`src/sv/fbm_pkg.sv`:
```
// Shared constants, types and the control store of the block-map translator.
// Used by fbm_meta, flash_block_map_translator and fbm_checker; no dependencies.
package fbm_pkg;

  // Geometry
  localparam int DATA_BLOCKS   = 64;
  localparam int PAGES_PER_BLK = 16;
  localparam int PHYS_BLOCKS   = DATA_BLOCKS + 1;
  localparam int TOTAL_SECT    = DATA_BLOCKS * PAGES_PER_BLK;

  // Widths
  localparam int LSN_W  = 12;
  localparam int ADDR_W = 11;
  localparam int LBN_W  = $clog2(DATA_BLOCKS);
  localparam int PBN_W  = $clog2(PHYS_BLOCKS);
  localparam int OFF_W  = $clog2(PAGES_PER_BLK);

  typedef logic [LBN_W-1:0]         lbn_t;
  typedef logic [PBN_W-1:0]         pbn_t;
  typedef logic [OFF_W-1:0]         off_t;
  typedef logic [PAGES_PER_BLK-1:0] pmask_t;

  // Flash command codes
  typedef enum logic [1:0] {
    CMD_READ  = 2'd0,
    CMD_WRITE = 2'd1,
    CMD_ERASE = 2'd2,
    CMD_ERROR = 2'd3
  } cmd_e;

  // Microcode step addresses
  typedef enum logic [3:0] {
    ST_FETCH,
    ST_MAP,
    ST_PW,
    ST_RD,
    ST_WR,
    ST_CP_RD,
    ST_CP_WR,
    ST_CP_WH,
    ST_ERASE,
    ST_ERR
  } step_e;

  // Branch kinds
  typedef enum logic [2:0] {
    BR_NEXT,
    BR_RANGE,
    BR_DISPATCH,
    BR_SKIP,
    BR_LOOP
  } br_e;

  // Address source for an issued command
  typedef enum logic [1:0] {
    AS_ZERO,
    AS_PBN_PAGE,
    AS_FB_PAGE,
    AS_PBN_BLK
  } asel_e;

  // Page source
  typedef enum logic {
    PS_OFF,
    PS_CNT
  } psel_e;

  // Written-bitmap update
  typedef enum logic [1:0] {
    PW_NONE,
    PW_SET_PBN,
    PW_SET_FB,
    PW_CLR_PBN
  } pwop_e;

  // One control word
  typedef struct packed {
    logic  wait_in;
    logic  lat_pbn;
    logic  lat_pw;
    logic  emit;
    cmd_e  cmd;
    logic  host;
    logic  last;
    asel_e asel;
    psel_e psel;
    pwop_e pwop;
    logic  swap;
    logic  cnt_inc;
    br_e   br;
    step_e nxt;
    step_e alt;
    step_e far;
  } ctrl_t;

  // Requests to the metadata stores
  typedef struct packed {
    logic   map_re;
    lbn_t   map_ra;
    logic   map_we;
    lbn_t   map_wa;
    pbn_t   map_wd;
    logic   pw_re;
    pbn_t   pw_ra;
    logic   pw_we;
    pbn_t   pw_wa;
    pmask_t pw_wd;
  } meta_req_t;

  // Control store
  function automatic ctrl_t ucode(input step_e s);
    ctrl_t c;
    c      = '0;
    c.cmd  = CMD_READ;
    c.asel = AS_ZERO;
    c.psel = PS_OFF;
    c.pwop = PW_NONE;
    c.br   = BR_NEXT;
    c.nxt  = ST_FETCH;
    c.alt  = ST_FETCH;
    c.far  = ST_FETCH;
    case (s)
      ST_FETCH: begin
        c.wait_in = 1'b1;
        c.br      = BR_RANGE;
        c.nxt     = ST_MAP;
        c.alt     = ST_ERR;
      end
      ST_MAP: begin
        c.lat_pbn = 1'b1;
        c.nxt     = ST_PW;
      end
      ST_PW: begin
        c.lat_pw = 1'b1;
        c.br     = BR_DISPATCH;
        c.nxt    = ST_RD;
        c.alt    = ST_WR;
        c.far    = ST_CP_RD;
      end
      ST_RD: begin
        c.emit = 1'b1;
        c.cmd  = CMD_READ;
        c.asel = AS_PBN_PAGE;
        c.last = 1'b1;
      end
      ST_WR: begin
        c.emit = 1'b1;
        c.cmd  = CMD_WRITE;
        c.asel = AS_PBN_PAGE;
        c.host = 1'b1;
        c.last = 1'b1;
        c.pwop = PW_SET_PBN;
      end
      ST_CP_RD: begin
        c.emit = 1'b1;
        c.cmd  = CMD_READ;
        c.asel = AS_PBN_PAGE;
        c.psel = PS_CNT;
        c.br   = BR_SKIP;
        c.nxt  = ST_CP_WR;
        c.alt  = ST_CP_WH;
      end
      ST_CP_WR: begin
        c.emit    = 1'b1;
        c.cmd     = CMD_WRITE;
        c.asel    = AS_FB_PAGE;
        c.psel    = PS_CNT;
        c.cnt_inc = 1'b1;
        c.br      = BR_LOOP;
        c.nxt     = ST_CP_RD;
        c.alt     = ST_ERASE;
      end
      ST_CP_WH: begin
        c.emit    = 1'b1;
        c.cmd     = CMD_WRITE;
        c.asel    = AS_FB_PAGE;
        c.psel    = PS_CNT;
        c.host    = 1'b1;
        c.pwop    = PW_SET_FB;
        c.cnt_inc = 1'b1;
        c.br      = BR_LOOP;
        c.nxt     = ST_CP_RD;
        c.alt     = ST_ERASE;
      end
      ST_ERASE: begin
        c.emit = 1'b1;
        c.cmd  = CMD_ERASE;
        c.asel = AS_PBN_BLK;
        c.last = 1'b1;
        c.pwop = PW_CLR_PBN;
        c.swap = 1'b1;
      end
      ST_ERR: begin
        c.emit = 1'b1;
        c.cmd  = CMD_ERROR;
        c.last = 1'b1;
      end
      default: begin
        c.nxt = ST_FETCH;
      end
    endcase
    return c;
  endfunction

endpackage

```
`src/sv/fbm_meta.sv`:
```
// Metadata stores: logical-to-physical block map and per-page written bitmap.
// Depends on fbm_pkg. Unwritten map entries read as identity, bitmap rows as zero.
module fbm_meta (
  input  logic              clk_i,
  input  logic              rst_ni,
  input  fbm_pkg::meta_req_t req_i,
  output fbm_pkg::pbn_t     map_rdata_o,
  output fbm_pkg::pmask_t   pw_rdata_o
);

  fbm_pkg::pbn_t   map_mem [fbm_pkg::DATA_BLOCKS];
  fbm_pkg::pmask_t pw_mem  [fbm_pkg::PHYS_BLOCKS];

  logic [fbm_pkg::DATA_BLOCKS-1:0] map_vld_q;
  logic [fbm_pkg::PHYS_BLOCKS-1:0] pw_vld_q;

  fbm_pkg::pbn_t   map_rd_q;
  fbm_pkg::lbn_t   map_ra_q;
  logic            map_hit_q;
  fbm_pkg::pmask_t pw_rd_q;
  logic            pw_hit_q;

  // Track which entries have been written since reset
  always_ff @(posedge clk_i or negedge rst_ni) begin
    if (!rst_ni) begin
      map_vld_q <= '0;
      pw_vld_q  <= '0;
    end else begin
      if (req_i.map_we) map_vld_q[req_i.map_wa] <= 1'b1;
      if (req_i.pw_we)  pw_vld_q[req_i.pw_wa]   <= 1'b1;
    end
  end

  // Write and read both stores, read data registered
  always_ff @(posedge clk_i) begin
    if (req_i.map_we) map_mem[req_i.map_wa] <= req_i.map_wd;
    if (req_i.map_re) begin
      map_rd_q  <= map_mem[req_i.map_ra];
      map_hit_q <= map_vld_q[req_i.map_ra];
      map_ra_q  <= req_i.map_ra;
    end
    if (req_i.pw_we) pw_mem[req_i.pw_wa] <= req_i.pw_wd;
    if (req_i.pw_re) begin
      pw_rd_q  <= pw_mem[req_i.pw_ra];
      pw_hit_q <= pw_vld_q[req_i.pw_ra];
    end
  end

  // Substitute reset contents for entries never written
  assign map_rdata_o = map_hit_q ? map_rd_q : fbm_pkg::PBN_W'(map_ra_q);
  assign pw_rdata_o  = pw_hit_q ? pw_rd_q : '0;

endmodule

```
`src/sv/flash_block_map_translator.sv`:
```
// Top level of the block-mapped flash translator: microcoded sequencer and datapath.
// Depends on fbm_pkg and fbm_meta.
//
// Usage: the input channel (in_valid_i/in_ready_o) takes one request word:
// mode_i (0 read, 1 write) and the logical sector lsn_i. The output channel
// (out_valid_o/out_ready_i) returns the flash commands of that request, one
// word each: command_o, address_o, host_data_o and last_o, which marks the
// final command of the request.
// A read or a first write of a page gives its one command; an out-of-range
// sector gives a single error word.
// An overwrite gives 32 words (15 read/write pairs, the host write and the
// erase), with one idle step at the rewritten page. The next request can be
// taken in the cycle after the last word is issued. A single sequencer that
// issues at most one command per cycle sets the rate. Reset clears the map to
// identity, the spare block to the last physical block and every written bit;
// it needs no clearing pass. When the receiver stalls, the result word holds in
// the output register and the sequencer waits on its next command.
module flash_block_map_translator (
  input  logic                        clk_i,
  input  logic                        rst_ni,
  input  logic                        in_valid_i,
  output logic                        in_ready_o,
  input  logic                        mode_i,
  input  logic [fbm_pkg::LSN_W-1:0]   lsn_i,
  output logic                        out_valid_o,
  input  logic                        out_ready_i,
  output logic [1:0]                  command_o,
  output logic [fbm_pkg::ADDR_W-1:0]  address_o,
  output logic                        host_data_o,
  output logic                        last_o
);

  fbm_pkg::step_e  step_q, step_d;
  fbm_pkg::ctrl_t  ctrl;
  fbm_pkg::off_t   cnt_q;
  fbm_pkg::pbn_t   free_q;
  logic            out_valid_q;

  logic            mode_q;
  fbm_pkg::lbn_t   lbn_q;
  fbm_pkg::off_t   off_q;
  fbm_pkg::pbn_t   pbn_q;
  fbm_pkg::pmask_t pw_q;

  fbm_pkg::cmd_e                 cmd_q;
  logic [fbm_pkg::ADDR_W-1:0]    addr_q;
  logic                          host_q;
  logic                          last_q;

  fbm_pkg::meta_req_t meta_req;
  fbm_pkg::pbn_t      map_rdata;
  fbm_pkg::pmask_t    pw_rdata;

  logic            accept, in_range, skip_hit, loop_end, written;
  logic            emit_now, emit_ok, go;
  fbm_pkg::lbn_t   lbn_in;
  fbm_pkg::off_t   off_in;
  fbm_pkg::pmask_t bit_mask;
  fbm_pkg::off_t   page;
  fbm_pkg::pbn_t   blk;
  logic [fbm_pkg::ADDR_W-1:0] addr_d;

  // Decode the current control word
  assign ctrl = fbm_pkg::ucode(step_q);

  assign in_ready_o = ctrl.wait_in;
  assign accept     = in_valid_i && ctrl.wait_in;
  assign in_range   = 32'(lsn_i) < 32'(fbm_pkg::TOTAL_SECT);
  assign lbn_in     = fbm_pkg::LBN_W'(lsn_i / fbm_pkg::PAGES_PER_BLK);
  assign off_in     = fbm_pkg::OFF_W'(lsn_i % fbm_pkg::PAGES_PER_BLK);

  assign bit_mask = fbm_pkg::pmask_t'(1) << off_q;
  assign skip_hit = (cnt_q == off_q);
  assign loop_end = (cnt_q == fbm_pkg::OFF_W'(fbm_pkg::PAGES_PER_BLK - 1));
  assign written  = pw_rdata[off_q];

  // Issue and advance conditions
  assign emit_now = ctrl.emit && !(ctrl.br == fbm_pkg::BR_SKIP && skip_hit);
  assign emit_ok  = !out_valid_q || out_ready_i;
  assign go       = (!ctrl.wait_in || in_valid_i) && (!emit_now || emit_ok);

  // Pick the next step
  always_comb begin
    step_d = step_q;
    if (go) begin
      case (ctrl.br)
        fbm_pkg::BR_NEXT:     step_d = ctrl.nxt;
        fbm_pkg::BR_RANGE:    step_d = in_range ? ctrl.nxt : ctrl.alt;
        fbm_pkg::BR_DISPATCH: begin
          if (!mode_q)      step_d = ctrl.nxt;
          else if (written) step_d = ctrl.far;
          else              step_d = ctrl.alt;
        end
        fbm_pkg::BR_SKIP:     step_d = skip_hit ? ctrl.alt : ctrl.nxt;
        fbm_pkg::BR_LOOP:     step_d = loop_end ? ctrl.alt : ctrl.nxt;
        default:              step_d = fbm_pkg::ST_FETCH;
      endcase
    end
  end

  // Form the command address
  assign page = (ctrl.psel == fbm_pkg::PS_CNT) ? cnt_q : off_q;
  assign blk  = (ctrl.asel == fbm_pkg::AS_FB_PAGE) ? free_q : pbn_q;

  always_comb begin
    case (ctrl.asel)
      fbm_pkg::AS_PBN_PAGE,
      fbm_pkg::AS_FB_PAGE: addr_d = fbm_pkg::ADDR_W'(32'(blk) * fbm_pkg::PAGES_PER_BLK
                                                     + 32'(page));
      fbm_pkg::AS_PBN_BLK: addr_d = fbm_pkg::ADDR_W'(pbn_q);
      default:             addr_d = '0;
    endcase
  end

  // Drive the metadata stores
  always_comb begin
    meta_req        = '0;
    meta_req.map_re = accept;
    meta_req.map_ra = lbn_in;
    meta_req.map_we = go && ctrl.swap;
    meta_req.map_wa = lbn_q;
    meta_req.map_wd = free_q;
    meta_req.pw_re  = go && ctrl.lat_pbn;
    meta_req.pw_ra  = map_rdata;
    meta_req.pw_we  = go && (ctrl.pwop != fbm_pkg::PW_NONE);
    meta_req.pw_wa  = (ctrl.pwop == fbm_pkg::PW_SET_FB) ? free_q : pbn_q;
    meta_req.pw_wd  = (ctrl.pwop == fbm_pkg::PW_CLR_PBN) ? '0 : (pw_q | bit_mask);
  end

  fbm_meta u_meta (
    .clk_i       (clk_i),
    .rst_ni      (rst_ni),
    .req_i       (meta_req),
    .map_rdata_o (map_rdata),
    .pw_rdata_o  (pw_rdata)
  );

  // Hold step, page counter, spare block and output valid
  always_ff @(posedge clk_i or negedge rst_ni) begin
    if (!rst_ni) begin
      step_q      <= fbm_pkg::ST_FETCH;
      cnt_q       <= '0;
      free_q      <= fbm_pkg::PBN_W'(fbm_pkg::DATA_BLOCKS);
      out_valid_q <= 1'b0;
    end else begin
      step_q <= step_d;
      if (accept) begin
        cnt_q <= '0;
      end else if (go && ctrl.cnt_inc) begin
        cnt_q <= cnt_q + fbm_pkg::OFF_W'(1);
      end
      if (go && ctrl.swap) free_q <= pbn_q;
      if (go && emit_now) begin
        out_valid_q <= 1'b1;
      end else if (out_ready_i) begin
        out_valid_q <= 1'b0;
      end
    end
  end

  // Latch request fields, looked-up metadata and the output word
  always_ff @(posedge clk_i) begin
    if (accept) begin
      mode_q <= mode_i;
      lbn_q  <= lbn_in;
      off_q  <= off_in;
    end
    if (go && ctrl.lat_pbn) pbn_q <= map_rdata;
    if (go && ctrl.lat_pw)  pw_q  <= pw_rdata;
    if (go && emit_now) begin
      cmd_q  <= ctrl.cmd;
      addr_q <= addr_d;
      host_q <= ctrl.host;
      last_q <= ctrl.last;
    end
  end

  assign out_valid_o = out_valid_q;
  assign command_o   = cmd_q;
  assign address_o   = addr_q;
  assign host_data_o = host_q;
  assign last_o      = last_q;

endmodule

```
`config.mk`:
```
export PLATFORM = sky130hd
export DESIGN_NAME = flash_block_map_translator
export DESIGN_NICKNAME = d
export VERILOG_FILES = /design/src/sv/fbm_pkg.sv /design/src/sv/fbm_meta.sv /design/src/sv/flash_block_map_translator.sv
export SDC_FILE = /design/constraint.sdc
export NUM_CORES = 2
export LEC_CHECK = 0
export ABC_AREA = 1
export BUFFER_PORTS_ARGS = -buffer_cell sky130_fd_sc_hd__buf_2
export CAP_MARGIN = 20
export CORE_ASPECT_RATIO = 1.1
export CORE_UTILIZATION = 55
export CTS_CLUSTER_DIAMETER = 80
export DETAILED_ROUTE_END_ITERATION = 6
export GPL_TIMING_DRIVEN = 0
export PLACE_DENSITY_LB_ADDON = 0.08
export SKIP_LAST_GASP = 1
export SYNTH_ARGS = -nofsm -noshare
export SYNTH_HDL_FRONTEND = slang
export SYNTH_SLANG_ARGS = --single-unit
```
`constraint.sdc`:
```
create_clock -name clk_i -period 6.6 [get_ports clk_i]
set_clock_uncertainty 0.15 [all_clocks]
set_input_delay 0.33 -clock clk_i [delete_from_list [all_inputs] [get_ports clk_i]]
set_output_delay 0.33 -clock clk_i [all_outputs]
set_load 0.02 [all_outputs]
```
# After elaboration in Yosys (flattened, before gate mapping)
# Memory sizes are Yosys's and may differ from the RTL's. A register that Yosys moved wholly into a read port is not among the register bits.
# Cells that the tools add are included.
[op_classes] addsub=2 magnitude_cmp=8 eq_ne=20 shifts=1 n_mux=46 n_bitwise=3 n_reduce_logical=32
[ops] op="65-bit bitwise OR" n=1
[ops] op="64-bit bitwise OR" n=1
[ops] op="16-bit two-way mux" n=2
[ops] op="4-bit two-way mux" n=8
[ops] op="3-bit case mux with 4 select lines" n=2
[ops] op="11-bit case mux with 2 select lines" n=1
[ops] op="7-bit two-way mux" n=3
[ops] op="4-bit case mux with 5 select lines" n=1
[ops] op="1-bit two-way mux" n=19
[ops] op="4-bit by 3-bit == test with 1-bit output, second input constant" n=4
[ops] op="7-bit by 8-bit < comparator with 1-bit output, second input constant" n=2
[ops] op="16-bit bitwise OR" n=1
[ops] op="4-bit case mux with 4 select lines" n=1
[ops] op="1-bit by 4-bit left shift with 16-bit output, first input constant" n=1
[ops] op="3-bit case mux with 5 select lines" n=1
[ops] op="6-bit by 7-bit < comparator with 1-bit output, second input constant" n=2
[ops] op="4-bit == test, second input constant" n=3
[ops] op="1-bit logical AND" n=12
[ops] op="12-bit by 11-bit < comparator with 1-bit output, second input constant" n=1
[ops] op="2-bit case mux with 3 select lines" n=2
[ops] op="11-bit by 4-bit adder with 11-bit output" n=1
[ops] op="3-bit OR reduction" n=3
[ops] op="2-bit == test, second input constant" n=4
[ops] op="4-bit by 2-bit == test with 1-bit output, second input constant" n=2
[ops] op="other kinds (23)" n=34
[totals] reg_bits=196 ramBits=1488 inputBits=17 out_inout_bits=17 elab_cells=131 mem_count=2
[memory_table] memory="u_meta.pw_mem" words=65 width=16 read_ports=1 rd_clocked_by_memory_dff=1 wr=1 line_no="fbm_meta.sv:12" rtl="fbm_pkg::pmask_t pw_mem [fbm_pkg::PHYS_BLOCKS];"
[memory_table] memory="u_meta.map_mem" words=64 width=7 read_ports=1 rd_clocked_by_memory_dff=1 wr=1 line_no="fbm_meta.sv:11" rtl="fbm_pkg::pbn_t map_mem [fbm_pkg::DATA_BLOCKS];"

# Logic depth before layout (Yosys ltp)
[depth] depth_word=13 mapped_depth=16 depth_no_buf=14

# By module
# Synthesis repeated with hierarchy kept, for this count alone.
[unflattened] hier_cells=6381 hier_area_um2=71200.8
[modules_own_cells] mod="fbm_meta" instances=1 cells_each=6021 area_each_um2=67880.1 seq_area_each_um2=48841.8
[modules_own_cells] mod="flash_block_map_translator" instances=1 cells_each=360 area_each_um2=3320.7 seq_area_each_um2=1873.0

# Worst setup path after synthesis
# No wires, ideal clock.
[synth_path] path_type="reg-to-reg" from="register free_q[4]" to="memory u_meta.pw_mem[18][0] (netlist bit), enable pin" setup_ns=0.413 arrival_time_ns=3.147 required_ns=6.037 path_slack_ns=2.891 path_stages_with_launch=9 n_path_buf=0 synth_period_minus_slack_ns=3.709 cell_sequence="dfrtp_1 > inv_1 > o21ai_2 > inv_1 > nor2_1 > inv_1 > nor2_2 > inv_2 > nor3b_1"
[synth_via] elab_chain_cells=1
[synth_rtl] element="start: declaration" line_no="flash_block_map_translator.sv:36" rtl="fbm_pkg::pbn_t free_q;"
[synth_rtl] element="start signal: assignment" line_no="flash_block_map_translator.sv:143" rtl="free_q <= fbm_pkg::PBN_W'(fbm_pkg::DATA_BLOCKS);"
[synth_rtl] element="start signal: assignment" line_no="flash_block_map_translator.sv:152" rtl="if (go && ctrl.swap) free_q <= pbn_q;"
[synth_rtl] element="7-bit two-way mux" line_no="flash_block_map_translator.sv:126" rtl="meta_req.pw_wa = (ctrl.pwop == fbm_pkg::PW_SET_FB) ? free_q : pbn_q;"
[synth_rtl] element="end: declaration" line_no="fbm_meta.sv:12"
# No other way between the ends.

# Final worst setup path
[layout_path] from="register u_meta.map_hit_q" to="register u_meta.pw_rd_q[12], read port of u_meta.pw_mem (data pin)"
[layout_via] elab_chain_cells=1
[layout_rtl] element="start: declaration" line_no="fbm_meta.sv:19" rtl="logic map_hit_q;"
[layout_rtl] element="start signal: assignment" line_no="fbm_meta.sv:39" rtl="map_hit_q <= map_vld_q[req_i.map_ra];"
[layout_rtl] element="7-bit two-way mux" line_no="fbm_meta.sv:50" rtl="assign map_rdata_o = map_hit_q ? map_rd_q : fbm_pkg::PBN_W'(map_ra_q);"
[layout_rtl] element="end: declaration" line_no="fbm_meta.sv:20" rtl="fbm_pkg::pmask_t pw_rd_q;"
# No other way between the ends.
# A chain may end at the register's enable or synchronous reset.

==> results.yml <==
worst_hold_path:
  hold_depth: 2
  hold_class: "in -> reg"
  worstHoldStart: "lsn_i[0]"
  hold_end: "off_q[0]$_DFFE_PP_"
floorplanning:
  pin_count: 34
  rows: 136
  fp.dieH_um: 375
  core-area_um2: 125000
  die_w_um: 342
  start_util_pct: 55.6
  die_area_um2: 128000
worst_setup_path:
  reg2reg_to: "u_meta.pw_rd_q[12]$_DFFE_PP_"
  crit_arrival_ns: 4.65
  path_class: "reg -> reg"
  cp.required_ns: 7.00
  reg2reg_depth: 11
  regToRegSetupSlack_ns: 2.36
  worstSetupStartpointType: "flop"
  reg2reg_from: "u_meta.map_hit_q$_DFFE_PP_"
  critPathCaptureType: "flop"
  critPathMaxFanout: 10
routing:
  drt_wl_total_mm: 222
  drt_pass1_iterations: 7
  drt_iter0_drc: 5902
  dr_total_vias: 48795
  viasPerCell: 5.99
  drtAntennaViolNets: 0
  wl_per_cell_um: 27.3
  drc: 1
pwr:
  swShare_pct: 32.7
  p_clk_share_pct: 31.7
  irDropWorstVdd_mv: 0.267
  p_per_area_nw_per_um2: 379
  p_comb_share_pct: 24.0
  p_sw_mw: 9.88
  p_leak_nw: 28.5
  finalPower_mw: 30.2
  seq_power_share_pct: 44.4
  power.internal_mw: 20.3
logic_synthesis:
  ys_warn_count: 0
  ys_types: 41
  synth_commonest_cells: "1562 x edfxtp_1, 1476 x nand2_1, 998 x nand3_1"
  synth_edf_count: 1562
  synth_top_area_cell: "edfxtp_1"
  ys_seq_area_share_pct: 72.5
  synth_top_area_share_pct: 67.2
  yosysMostFrequentCell: "edfxtp_1"
  synth_area_leaders: "edfxtp_1 67%, nand2_1 7.9%, nand3_1 7.2%"
  syn_avg_cell_area_um2: 11.6
  synth_area_um2: 69700
  synth_ff_type: "edfxtp_1"
  synth_nets: 6039
  ys_seq_elements: 1707
  synthCells: 6018
  synthArstFlopShare_pct: 8.49
clock_network:
  cts_buffers: 169
  clock_path_buffers: 3
  h-tree-depth: 4
  cts-root-buf: "clkbuf_16"
  cts_tree: "yes"
  clkSinkCount: 1707
  clkTransAtPathRegs_ns: 0.07
  clkLatencyLatePin_ns: 0.83
  cts_setup_buffers: 0
timing:
  fmax_ghz: 0.236
  tightest_slew_ns: 1.19
  period_share_pct: 64.3
  tns_ns: 0
  slew_headroom_pct: 20.8
  fin_ws_ns: 2.36
  rsz0062_at_grt: "no"
  finalSetupViolCount: 0
  fin_crit_ns: 4.24
  finalMaxSlewViolations: 0
  hold_violations: 0
final_layout:
  drive_gt1_share_pct: 10.6
  post-route-util_pct: 63.5
  layout.nets: 6367
  syn_to_final_growth_pct: 14.3
  finalInstanceArea_um2: 79700
  num_antenna_cells: 0
grt:
  gr-total-overflow: 0
  grt_use_total_pct: 34.8
  grt_pass1_vias: 46874
  antenna_found_initial: 4
  grt_max_degree: 109
  grt_pass1_wl_mm: 319
status:
  violations: "design-rule violations"
  status: "finished with violations"
flow_run:
  maxCapViolCount: 0
placement:
  placed_area_um2: 74000
  portBuffers: 33
  dpl_worst_slack_ns: 2.67
  place_congestion: 1.01
  dp_hpwl_mm: 155
==> state kept, by name (all words and copies together), names as in the netlist, 11 cells and up <==
register,count
pw_q,16
u_meta.pw_vld_q,65
u_meta.pw_mem,1040
u_meta.map_mem,448
u_meta.map_vld_q,64
u_meta.pw_rd_q,16
address_o,11
==> critical path, stage by stage, from the launching register on <==
cell,delay [ns]
edfxtp_1,0.41
buf_4,0.20
o21ai_1,0.44
buf_2,0.52
clkbuf_1,0.57
nand3_1,0.17
nand3_1,0.14
nand2_1,0.15
a21oi_1,0.78
nand3_1,0.18
nand3_1,0.18
nand2_1,0.07
==> power groups by stage <==
stage / registers [mW] / clock network [mW] / logic (mW)
after floorplan: 13.7 / 0 / 3.47
after global placement: 14.1 / 0 / 6.16
after detailed placement: 13.6 / 0 / 7.04
after CTS: 13.4 / 9.60 / 7.08
after global routing: 13.4 / 10.0 / 7.61
final: 13.4 / 9.56 / 7.23
==> logic make-up after synthesis <==
logic type	count (synthesis)	synth area share (%)
simple gates	3004	18.3
flops	1707	72.5
compound gates	726	5.66
buf+inv	571	3.46
xor+xnor	6	0.0753
fa+ha+maj	4	0.0718
==> routing by layer <==
layer | track usage (%) | vias up | part of all wire [%]
met2 | 57.8 | 2514 | 49
li1 | - | 21881 | -
met5 | 0 | - | 0.0063
met3 | 5.22 | 562 | 7.9
met4 | 22.1 | 2 | 7.0
met1 | 42.8 | 23836 | 36
==> per-stage QoR <==
step                cells  hold slack, ns
global placement     7707           0.288
finish               8140          0.0889
detailed placement   7808          0.0963
global route         8140          0.0803
floorplan            6018          -0.116
CTS                  8135          0.0414
==> placed cells by master, fill, tap and decap left out, types with 26 or more instances in the layout <==
master        n
o21ai_0     418
nand3_1     998
buf_2       204
clkbuf_16   171
o21ai_1      26
clkbuf_1    210
nand2_1    1476
nor2_2       58
o21bai_1     40
a21oi_1      96
edfxtp_1   1562
nor2_1      413
buf_12       28
dfrtp_1     138
clkinv_1     37
buf_4        31
o22ai_1     110
inv_1       175
==> timing repair <==
item                      4_1_cts  5_1_grt
hold endpoints to repair      178        0
gates resized for setup         0        0
hold buffers                   18        0
==> worst max path at each step <==
| stage | startpoint | endpoint | cells after the start |
|---|---|---|---|
| 5_1_grt | u_meta.map_hit_q$_DFFE_PP_ | u_meta.pw_rd_q[12]$_DFFE_PP_ | 11 |
| 3_5_place_dp | u_meta.map_hit_q$_DFFE_PP_ | u_meta.pw_rd_q[11]$_DFFE_PP_ | 11 |
| 6_report | u_meta.map_hit_q$_DFFE_PP_ | u_meta.pw_rd_q[12]$_DFFE_PP_ | 11 |
| 4_1_cts | step_q[0]$_DFFE_PN0N_ | u_meta.pw_mem[27][8]$_DFFE_PP_ | 11 |
| 2_1_floorplan | free_q[4]$_DFFE_PN0P_ | u_meta.pw_mem[18][0]$_DFFE_PP_ | 8 |
| 3_3_place_gp | off_q[0]$_DFFE_PP_ | u_meta.pw_mem[12][8]$_DFFE_PP_ | 3 |
==> layout make-up <==
type | instances | area (um^2)
plain buffers | 375 | 1680
clock buffers | 219 | 4510
clock inverters | 90 | 927
fillers | 9709 | 45700
inverters | 196 | 736
multi-input cells | 3740 | 17100
flip-flops and latches | 1707 | 50500
well taps | 1656 | 2070
repair buffers | 157 | 2150
Note: power is estimated with default switching activity, not from simulation.
